### src/rtl/assert_macros.svh
// assertion helpers used by the rtl
`ifndef ASSERT_MACROS_SVH
`define ASSERT_MACROS_SVH

`ifndef ASSERT_OFF

// same-cycle implication
`define ASSERT_IMPL(label, clk, rst_n, ante, cons) \
  label: assert property (@(posedge clk) disable iff (!(rst_n)) (ante) |-> (cons)) \
    else $error("assertion failed");

// next-cycle implication
`define ASSERT_NEXT(label, clk, rst_n, ante, cons) \
  label: assert property (@(posedge clk) disable iff (!(rst_n)) (ante) |=> (cons)) \
    else $error("assertion failed");

`else

`define ASSERT_IMPL(label, clk, rst_n, ante, cons)
`define ASSERT_NEXT(label, clk, rst_n, ante, cons)

`endif

`endif

### src/rtl/npps_pkg.sv
`timescale 1ns / 1ps

package npps_pkg;

  localparam int MAX_PROCS = 16;
  localparam int ID_W      = (MAX_PROCS > 1) ? $clog2(MAX_PROCS) : 1;
  localparam int CNT_W     = $clog2(MAX_PROCS + 1);

  localparam int ARR_W     = 16;
  localparam int PRIO_W    = 8;
  localparam int BURST_W   = 16;
  localparam int CLK_W     = 21;
  localparam int PROC_ID_W = 4;

  localparam logic REQ_LOAD  = 1'b0;
  localparam logic REQ_START = 1'b1;

  typedef struct packed {
    logic               req_type;
    logic [ARR_W-1:0]   arrival_time;
    logic [PRIO_W-1:0]  priority_req;
    logic [BURST_W-1:0] burst_time;
  } in_req_t;

  typedef struct packed {
    logic [PROC_ID_W-1:0] proc_id;
    logic [CLK_W-1:0]     start_time;
    logic [CLK_W-1:0]     finish_time;
    logic                 empty_run;
    logic                 last;
  } out_res_t;

  // running candidates passed down the cell row
  // a: best already-arrived entry, b: best entry among the earliest arrivals
  typedef struct packed {
    logic               a_vld;
    logic [PRIO_W-1:0]  a_prio;
    logic [ID_W-1:0]    a_id;
    logic [BURST_W-1:0] a_burst;
    logic               b_vld;
    logic [ARR_W-1:0]   b_arr;
    logic [PRIO_W-1:0]  b_prio;
    logic [ID_W-1:0]    b_id;
    logic [BURST_W-1:0] b_burst;
  } cand_t;

  typedef struct packed {
    logic wr_en;
    logic clr_en;
  } cell_ctl_t;

endpackage

### src/rtl/nonpreemptive_priority_scheduler.sv
`timescale 1ns / 1ps

// Non-preemptive priority scheduler over a row of MAX_PROCS cells, one per
// process. A load request fills the next free cell; loads
// past MAX_PROCS are dropped. A start request runs the whole schedule from
// time zero: the selection ripples down the cell row one cell per cycle, and
// each dispatch is made once the scan has passed every cell and the output
// is not stalled. A start with no loaded process returns one result with
// empty_run set. Input requests are stalled while a run is in progress.

`include "assert_macros.svh"

module nonpreemptive_priority_scheduler import npps_pkg::*; (
  input  logic     clk_i,
  input  logic     rst_ni,
  input  logic     in_valid_i,
  output logic     in_stall_o,
  input  in_req_t  in_req_i,
  output logic     out_valid_o,
  input  logic     out_stall_i,
  output out_res_t out_res_o
);

  typedef enum logic {
    ST_IDLE,
    ST_SCAN
  } state_e;

  state_e             state_q;
  logic [CNT_W-1:0]   scan_cnt_q;
  logic [CNT_W-1:0]   count_q;
  logic [CLK_W-1:0]   clk_now_q;
  logic               out_valid_q;
  out_res_t           out_q;

  cand_t              chain [MAX_PROCS+1];
  cell_ctl_t          ctl   [MAX_PROCS];
  logic [MAX_PROCS-1:0] pend_vec;
  logic [MAX_PROCS-1:0] pick_mask;

  cand_t              tail;
  logic               in_acc;
  logic               do_load;
  logic               do_start;
  logic               scan_done;
  logic               out_free;
  logic               emit;
  logic               pend_any;
  logic               use_a;
  logic [ID_W-1:0]    pick_id;
  logic [BURST_W-1:0] pick_burst;
  logic [CLK_W-1:0]   start_t;
  logic [CLK_W-1:0]   finish_t;
  logic               last_disp;
  out_res_t           res_d;

  assign in_stall_o = (state_q != ST_IDLE);
  assign in_acc     = in_valid_i && !in_stall_o;
  assign do_load    = in_acc && (in_req_i.req_type == REQ_LOAD) &&
                      (count_q < CNT_W'(MAX_PROCS));
  assign do_start   = in_acc && (in_req_i.req_type == REQ_START);

  assign chain[0] = '0;

  for (genvar i = 0; i < MAX_PROCS; i++) begin : g_cell
    assign ctl[i].wr_en  = do_load && (count_q[ID_W-1:0] == ID_W'(i));
    assign ctl[i].clr_en = emit && pend_any && (pick_id == ID_W'(i));

    npps_cell u_cell (
      .clk_i      (clk_i),
      .rst_ni     (rst_ni),
      .ctl_i      (ctl[i]),
      .cell_id_i  (ID_W'(i)),
      .wr_arr_i   (in_req_i.arrival_time),
      .wr_prio_i  (in_req_i.priority_req),
      .wr_burst_i (in_req_i.burst_time),
      .clk_now_i  (clk_now_q),
      .cand_i     (chain[i]),
      .cand_o     (chain[i+1]),
      .pend_o     (pend_vec[i])
    );
  end

  assign tail      = chain[MAX_PROCS];
  assign pend_any  = |pend_vec;
  assign scan_done = (state_q == ST_SCAN) && (scan_cnt_q == CNT_W'(MAX_PROCS));
  assign out_free  = !out_valid_q || !out_stall_i;
  assign emit      = scan_done && out_free;

  // nothing arrived yet: the clock jumps to the earliest arrival
  assign use_a      = tail.a_vld;
  assign pick_id    = use_a ? tail.a_id : tail.b_id;
  assign pick_burst = use_a ? tail.a_burst : tail.b_burst;
  assign start_t    = use_a ? clk_now_q : CLK_W'(tail.b_arr);
  assign finish_t   = start_t + CLK_W'(pick_burst);
  assign pick_mask  = MAX_PROCS'(1) << pick_id;
  assign last_disp  = ((pend_vec & ~pick_mask) == '0);

  always_comb begin
    res_d = '0;
    if (pend_any) begin
      res_d.proc_id     = PROC_ID_W'(pick_id);
      res_d.start_time  = start_t;
      res_d.finish_time = finish_t;
      res_d.last        = last_disp;
    end else begin
      res_d.empty_run = 1'b1;
      res_d.last      = 1'b1;
    end
  end

  always_ff @(posedge clk_i or negedge rst_ni) begin
    if (!rst_ni) begin
      state_q     <= ST_IDLE;
      scan_cnt_q  <= '0;
      count_q     <= '0;
      clk_now_q   <= '0;
      out_valid_q <= 1'b0;
    end else begin
      if (emit) begin
        out_valid_q <= 1'b1;
      end else if (out_valid_q && !out_stall_i) begin
        out_valid_q <= 1'b0;
      end
      case (state_q)
        ST_IDLE: begin
          if (do_load) begin
            count_q <= count_q + CNT_W'(1);
          end
          if (do_start) begin
            state_q    <= ST_SCAN;
            scan_cnt_q <= '0;
            clk_now_q  <= '0;
          end
        end
        ST_SCAN: begin
          if (!scan_done) begin
            scan_cnt_q <= scan_cnt_q + CNT_W'(1);
          end else if (emit) begin
            scan_cnt_q  <= '0;
            clk_now_q   <= finish_t;
            if (res_d.last) begin
              state_q <= ST_IDLE;
              count_q <= '0;
            end
          end
        end
        default: begin
          state_q <= ST_IDLE;
        end
      endcase
    end
  end

  always_ff @(posedge clk_i) begin
    if (emit) begin
      out_q <= res_d;
    end
  end

  assign out_valid_o = out_valid_q;
  assign out_res_o   = out_q;

  `ASSERT_IMPL(a_scan_finds_pick, clk_i, rst_ni, scan_done && pend_any,
               tail.a_vld || tail.b_vld)
  `ASSERT_NEXT(a_dispatch_clears_one, clk_i, rst_ni, emit && pend_any,
               $countones(pend_vec) == $past($countones(pend_vec)) - 1)
  `ASSERT_IMPL(a_empty_is_last, clk_i, rst_ni, out_valid_o && out_res_o.empty_run,
               out_res_o.last)
  `ASSERT_IMPL(a_idle_empty_table, clk_i, rst_ni,
               (state_q == ST_IDLE) && (count_q == '0), pend_vec == '0)

endmodule

### src/rtl/npps_cell.sv
`timescale 1ns / 1ps

module npps_cell import npps_pkg::*; (
  input  logic               clk_i,
  input  logic               rst_ni,
  input  cell_ctl_t          ctl_i,
  input  logic [ID_W-1:0]    cell_id_i,
  input  logic [ARR_W-1:0]   wr_arr_i,
  input  logic [PRIO_W-1:0]  wr_prio_i,
  input  logic [BURST_W-1:0] wr_burst_i,
  input  logic [CLK_W-1:0]   clk_now_i,
  input  cand_t              cand_i,
  output cand_t              cand_o,
  output logic               pend_o
);

  logic [ARR_W-1:0]   arr_q;
  logic [PRIO_W-1:0]  prio_q;
  logic [BURST_W-1:0] burst_q;
  logic               pend_q;
  cand_t              cand_d;
  cand_t              cand_q;
  logic               arrived;
  logic               take_a;
  logic               take_b;

  always_ff @(posedge clk_i) begin
    if (ctl_i.wr_en) begin
      arr_q   <= wr_arr_i;
      prio_q  <= wr_prio_i;
      burst_q <= wr_burst_i;
    end
  end

  always_ff @(posedge clk_i or negedge rst_ni) begin
    if (!rst_ni) begin
      pend_q <= 1'b0;
      cand_q <= '0;
    end else begin
      if (ctl_i.wr_en) begin
        pend_q <= 1'b1;
      end else if (ctl_i.clr_en) begin
        pend_q <= 1'b0;
      end
      cand_q <= cand_d;
    end
  end

  assign arrived = pend_q && (CLK_W'(arr_q) <= clk_now_i);
  // strict compares keep the lower id on ties
  assign take_a  = arrived && (!cand_i.a_vld || (prio_q < cand_i.a_prio));
  assign take_b  = pend_q && (!cand_i.b_vld || (arr_q < cand_i.b_arr) ||
                   ((arr_q == cand_i.b_arr) && (prio_q < cand_i.b_prio)));

  always_comb begin
    cand_d = cand_i;
    if (take_a) begin
      cand_d.a_vld   = 1'b1;
      cand_d.a_prio  = prio_q;
      cand_d.a_id    = cell_id_i;
      cand_d.a_burst = burst_q;
    end
    if (take_b) begin
      cand_d.b_vld   = 1'b1;
      cand_d.b_arr   = arr_q;
      cand_d.b_prio  = prio_q;
      cand_d.b_id    = cell_id_i;
      cand_d.b_burst = burst_q;
    end
  end

  assign cand_o = cand_q;
  assign pend_o = pend_q;

endmodule
### config.mk
export PLATFORM = sky130hd
export DESIGN_NAME = nonpreemptive_priority_scheduler
export DESIGN_NICKNAME = d
export VERILOG_FILES = /design/src/rtl/npps_pkg.sv /design/src/rtl/nonpreemptive_priority_scheduler.sv /design/src/rtl/npps_cell.sv
export VERILOG_INCLUDE_DIRS = /design/src /design/src/rtl
export SDC_FILE = /design/constraint.sdc
export NUM_CORES = 2
export LEC_CHECK = 0
export ABC_CLOCK_PERIOD_IN_PS = 4390
export BUFFER_PORTS_ARGS = -buffer_cell sky130_fd_sc_hd__buf_4
export CAP_MARGIN = 20
export CORE_UTILIZATION = 63
export DETAILED_ROUTE_END_ITERATION = 16
export GPL_ROUTABILITY_DRIVEN = 0
export MAX_ROUTING_LAYER = met4
export PLACE_DENSITY = 0.84
export SYNTH_ARGS = -nofsm -noshare
export SYNTH_HDL_FRONTEND = slang
export SYNTH_SLANG_ARGS = --single-unit
export TNS_END_PERCENT = 5
### constraint.sdc
create_clock -name clk_i -period 4.39 [get_ports clk_i]
set_input_delay 0.6585 -clock clk_i [delete_from_list [all_inputs] [get_ports clk_i]]
set_output_delay 0.6585 -clock clk_i [all_outputs]
set_load 0.02 [all_outputs]
======== Yosys cells after proc, flatten, opt, wreduce, memory -nomap -nowiden ========
Index checks and enable logic that the tools add are counted.
operators by class
  bitwise operators ....................... 4
  muxes and demuxes ....................... 89
  shift-type cells ........................ 1
  reductions and logical operators ........ 204
  magnitude comparators ................... 62
  equality and inequality tests ........... 52
  $add $sub $neg .......................... 3
operators by type and width
  operator                                              count
  2-to-1 mux 45 bit                                     15
  2-to-1 mux 29 bit                                     16
  <= comparator 16 x 21 -> 1 bit                        16
  equality test 16 bit                                  15
  less-than comparator 16 bit                           15
  less-than comparator 8 bit                            30
  logical AND 1 bit                                     101
  2-to-1 mux 21 bit                                     4
  equality test 4 bit (second input constant)           16
  logical OR 1 bit                                      46
  2-to-1 mux 44 bit                                     1
  one-hot mux 21 bit (2 select lines)                   1
  2-to-1 mux 1 bit                                      40
  2-to-1 mux 5 bit                                      7
  nonzero test 2 bit                                    17
  zero test 1 bit                                       33
  equality test 4 x 3 -> 1 bit (second input constant)  8
  adder 21 x 16 -> 21 bit                               1
  one-hot mux 5 bit (2 select lines)                    2
  bitwise AND 16 bit                                    1
  equality test 4 x 2 -> 1 bit (second input constant)  4
  zero test 16 bit                                      1
  2-to-1 mux 16 bit                                     1
  inverter 16 bit                                       1
  16 further kinds                                      23
word-level totals
  input port bits ......................... 45
  logic and storage cells ................. 630
  register bits ........................... 1904

======== Longest topological paths before layout ========
  depth after elaboration ................. 10
  gate-level depth with buffers ........... 14

======== Hierarchy ========
From an unflattened synthesis, not the netlist that was laid out.
second synthesis, totals
  cells, all modules ...................... 6305
  area total of the unflattened synthesis .. 87664.1 µm²
by module, submodules not included
  module                            sequential area each (µm²)  cells an instance  instances  area each (µm²)
  npps_cell                         3078.0                      364                16         5173.7
  nonpreemptive_priority_scheduler  2267.2                      481                1          4884.7

======== Least setup slack after synthesis ========
No wires, ideal clock.
  kind .................................... register to register
  start point ............................. reg g_cell[15].u_cell.cand_q (netlist bit g_cell[15].u_cell.cand_o[73])
  end point ............................... reg out_q (netlist bit out_res_o[19]), data pin
  path slack .............................. 0.592 ns
  arrival ................................. 3.543 ns
  setup time .............................. 0.255 ns
  buffers on the path ..................... 4
  stages on the path, launching flop included .. 14
  required time ........................... 4.135 ns
  path through ............................ dfrtp_1 > clkbuf_1 > buf_2 > buf_1 > buf_1 > mux2_2 > ha_1 > o21ai_0 > o31ai_1 > a41oi_1 > o21bai_1 > a31oi_1 > xnor2_1 > and3_1
on the way
  cells in the longest elaborated chain, start to end .. 2
  elaborated cells between the ends (all ways) .. 3
  classes of those cells .................. add/sub: 1; mux: 2
RTL lines
  item                                                    line                                                                            RTL
  start: declaration                                      npps_cell.sv:22                                                                 cand_t cand_q;
  start signal: assignment                                npps_cell.sv:45                                                                 cand_q <= cand_d;
  2-to-1 mux 21 bit or 2-to-1 mux 16 bit (tied branches)  nonpreemptive_priority_scheduler.sv:94, nonpreemptive_priority_scheduler.sv:93
  adder 21 x 16 -> 21 bit *                               nonpreemptive_priority_scheduler.sv:95                                          assign finish_t = start_t + CLK_W'(pick_burst);
  end signal: assignment                                  nonpreemptive_priority_scheduler.sv:157                                         out_q <= res_d;
  end: declaration                                        nonpreemptive_priority_scheduler.sv:34                                          out_res_t out_q;
Every way passes the cells marked *; elsewhere a longest branch is shown, timed or not.
A chain may end at the register's enable or synchronous reset.

======== Final worst setup path ========
  start point ............................. reg g_cell[15].u_cell.cand_q (netlist bit g_cell[15].u_cell.cand_o[73])
  end point ............................... reg out_q (netlist bit out_res_o[22]), data pin
on the way
  cells in the longest elaborated chain, start to end .. 2
  elaborated cells between the ends (all ways) .. 3
  classes of those cells .................. add/sub: 1; mux: 2
RTL lines
  item                     line                                    RTL
  2-to-1 mux 21 bit        nonpreemptive_priority_scheduler.sv:94  assign start_t = use_a ? clk_now_q : CLK_W'(tail.b_arr);
  named net start_t[9]     nonpreemptive_priority_scheduler.sv:52  logic [CLK_W-1:0] start_t;
  adder 21 x 16 -> 21 bit  nonpreemptive_priority_scheduler.sv:95
The timed path passes the listed nets, and every way through them passes these cells.

==> results.md <==
- Status: complete, no violations
- Pwr dens: between 500 and 600 nW/um^2
- Fin crit share: 86.1%
- Synthesized area per cell: 14.4 um^2
- Die area: 133000 um^2
- Initial drt markers: ~3300
- Post-CTS setup buffers: 0
- CTS clk-pin slew, worst paths: approximately 0.06 ns
- Share of cells above drive strength 1: around a quarter
- Wire length per cell: 23.1 um
- P_sw: around 15 mW
- DIE WIDTH: 364 um
- Synth area leaders: dfrtp_1 36%, edfxtp_1 25%, mux2_2 13%
- Number of global-route vias before repair: 50600
- Cell count after synthesis: ~5800
- Sw Ratio: roughly 29%
- IO Count: between 90 and 100
- Final WL: roughly 180000 um
- Netlist Area Pre-Place: a little over 80000 um^2
- Gr ovfl total: 0
- Maximum number of pins on one net before global-route repair: ~150
- Routed vias: 47000
- Comb power frac: 24.8%
- Share of the synthesized area in the top cell type: around 36%
- Worst-path fanout max: 39
- Post-CTS sizing: 0
- Vias/cell: 5.94
- Arrival time at the worst endpoint: about 4.3 ns
- Post-synth top area cell: dfrtp_1
- Buffers on Ports: 94
- Root Buffer: clkbuf_16
- Required time of the critical path: about 5 ns
- Number of max-cap violations: 0
- Crit. End Element: flop
- H-tree Lvls: 4
- Initial antenna violation count: 0
- Core ar.: 130000 um^2
- Post-route minimum period: around 3.8 ns
- Peak supply drop: roughly 0.36 mV
- Netlist cell types: 79
- Hold Slack: 0.163 ns
- Detailed Place HPWL: about 130000 um
- Filler Cells Inserted: between 7000 and 8000
- Setup TNS: 0 ns
- Seq cells post-synth: around 1900
- Pre-CTS WS: just under 0.5 ns
- # setup viols final: 0
- Layout net count: 6796
- Power Internal: approximately 38 mW
- Sequential area share after synthesis: 60.9%
- RSZ-0062 raised after global routing: no
- Slew margin rel.: about a quarter
- CTS Buffer Depth: 3
- Overall power: 53.2 mW
- DRC viols: 0
- Worst setup SP type: flop
- Clock sink total: between 1500 and 2000
- CP Cell Sequence: buf_4, mux2_2, ha_1, a21oi_1, o21ai_0, a221o_1, o21ai_0, a21oi_1, xor2_1, nor2_1
- Finished Layout Cells: about 8000
- GRT Overall Usage: between 20% and 30%
- Antenna-violating nets left: 0
- Yosys warns: 0
- Post-synth EDFFs: between 600 and 700
- Mapped Nets: approximately 6500
- Area growth syn-to-layout: 11.5%
- Sequential Power Share: 46.4%
- Clock network fraction of total power: 28.8%
- Leakage power: 41.4 nW
- CTS tree: done
- Num CTS Buffers: 180
- Initial Utilization: 63.6%
- Worst-Skew Late Latency: 0.80 ns
- Critical path class: reg -> reg
- Row cnt: about 130
- Drt first pass iters: 11
- Max Slew Vio Count: 0
- Die Ht: 364 um
- Slowest cell on crit path: dfrtp_2
- Hold Fails Final Rpt: 0
- Hold WC Path Type: in -> reg
- Synth async-reset ratio: around 63%
- Placed Instances: 7573
- FMAX: approximately 0.26 GHz
- Crit-path max cell delay: 0.85 ns
- Worst Tran Pin Value: between 1 and 1.5 ns
- Final WS setup: around 0.61 ns
- Setup Skew: 0.0286 ns
- First-pass GRT wire length: 284000 um
- Ys flop type: dfrtp_1
-- timing repair --
item / 4_1_cts / 5_1_grt
hold buffers: 1 / 0
setup endpoints to repair: 0 / 0
hold endpoints to repair: 54 / 0
-- cell usage after synthesis, drive strengths merged, types with 14 or more instances --
cell / number
dfrtp: 1186
mux2: 975
ha: 728
edfxtp: 688
inv: 512
a21o: 220
a21oi: 199
nand4: 121
o21ai: 121
and2: 105
nor2b: 92
nand2b: 89
nand2: 87
clkbuf: 83
nor2: 78
nor3: 51
buf: 41
or2: 39
nand3: 37
o211ai: 28
a211oi: 25
o21a: 24
o31ai: 17
and3: 16
a31oi: 15
nor4: 14
-- registers in the layout, indices dropped and copies added, names as in the netlist --
| name | flops |
|---|---|
| clk_now_q | 21 |
| count_q | 5 |
| g_cell.u_cell.arr_q | 256 |
| g_cell.u_cell.burst_q | 256 |
| g_cell.u_cell.cand_o | 1137 |
| g_cell.u_cell.pend_o | 16 |
| g_cell.u_cell.prio_q | 128 |
| in_stall_o | 1 |
| out_res_o | 48 |
| out_valid_o | 1 |
| scan_cnt_q | 5 |
-- cell usage in the layout, fill, tap and decap left out, types with 78 or more instances in the layout --
master,n
o21ai_0,113
buf_4,184
nand4_1,121
a21o_1,220
nor2_1,78
nor2b_1,92
and2_1,93
ha_1,728
clkbuf_16,189
dfrtp_1,1185
inv_1,510
nand2_1,87
a21oi_1,196
edfxtp_1,688
mux2_2,957
nand2b_1,89
-- cell families after synthesis --
kind of cell / share of synthesized area, %
fa+ha+maj: 11.1
xor+xnor: 0.265
mux: 13.4
buf+inv: 3.02
compound gates: 6.09
simple gates: 5.26
flops: 60.9
-- metal layers --
layer  up-vias  GRT usage (%)  wire length [um]
met5         -              -                 0
met2      1394           48.0             91100
met4         0           13.1              8280
met3       497           4.21              9340
li1      21300              -                 -
met1     23800           35.3             74000
-- final timing paths --
| check | slack (ns) | from | cells past startpoint | end |
|---|---|---|---|---|
| worst min-delay path | 0.16 | out_stall_i | 3 | out_valid_o |
| worst max register to register | 0.61 | g_cell[15].u_cell.cand_o[73] | 10 | out_res_o[22] |
| min in group asynchronous | 0.56 | rst_ni | 2 | g_cell[15].u_cell.cand_o[52] |
| worst min register to register | 0.43 | g_cell[12].u_cell.cand_o[64] | 1 | g_cell[13].u_cell.cand_o[64] |
| worst max-delay path | 0.61 | g_cell[15].u_cell.cand_o[73] | 10 | out_res_o[22] |
| max in group asynchronous | 2.50 | rst_ni | 3 | g_cell[0].u_cell.cand_o[13] |
-- per-stage QoR --
stage          util [%]  cell area, um^2
6_report           71.0            92100
3_5_place_dp       66.3            86100
5_1_grt            71.0            92100
2_1_floorplan         -            82600
4_1_cts            70.8            92000
3_3_place_gp       66.3            86100
-- worst max-delay path: cells and delay by family, from the launching register on --
family	cells	cell delay, ns
and+or+nand+nor	1	0.05
xor gates and xnor gates	1	0.19
DFF	1	0.85
muxes	1	0.37
adders and majority gates	1	0.36
AOI/OAI and AO/OA	5	1.37
buffers and inverters	1	0.30
-- power by group through the flow --
stage | clock [mW] | combinational (mW) | sequential [mW]
floorplan | 0 | 9.22 | 23.9
global placement | 0 | 12.0 | 24.6
detailed placement | 0 | 12.7 | 24.8
CTS | 15.5 | 13.1 | 24.7
global route | 16.2 | 14.6 | 25.1
finish | 15.3 | 13.2 | 24.7
-- layout make-up --
class	count	area (um^2)	share of cell area, %
antenna	1	2.50	0.00272
clock buffer	262	5290	5.75
clock inverter	73	587	0.637
inverter	512	1920	2.09
multi-input combinational	3246	29900	32.5
sequential	1874	50300	54.6
tap	1742	2180	2.37
timing repair buffer	208	1850	2.01
No activity file was read; power rests on OpenSTA's default activity.
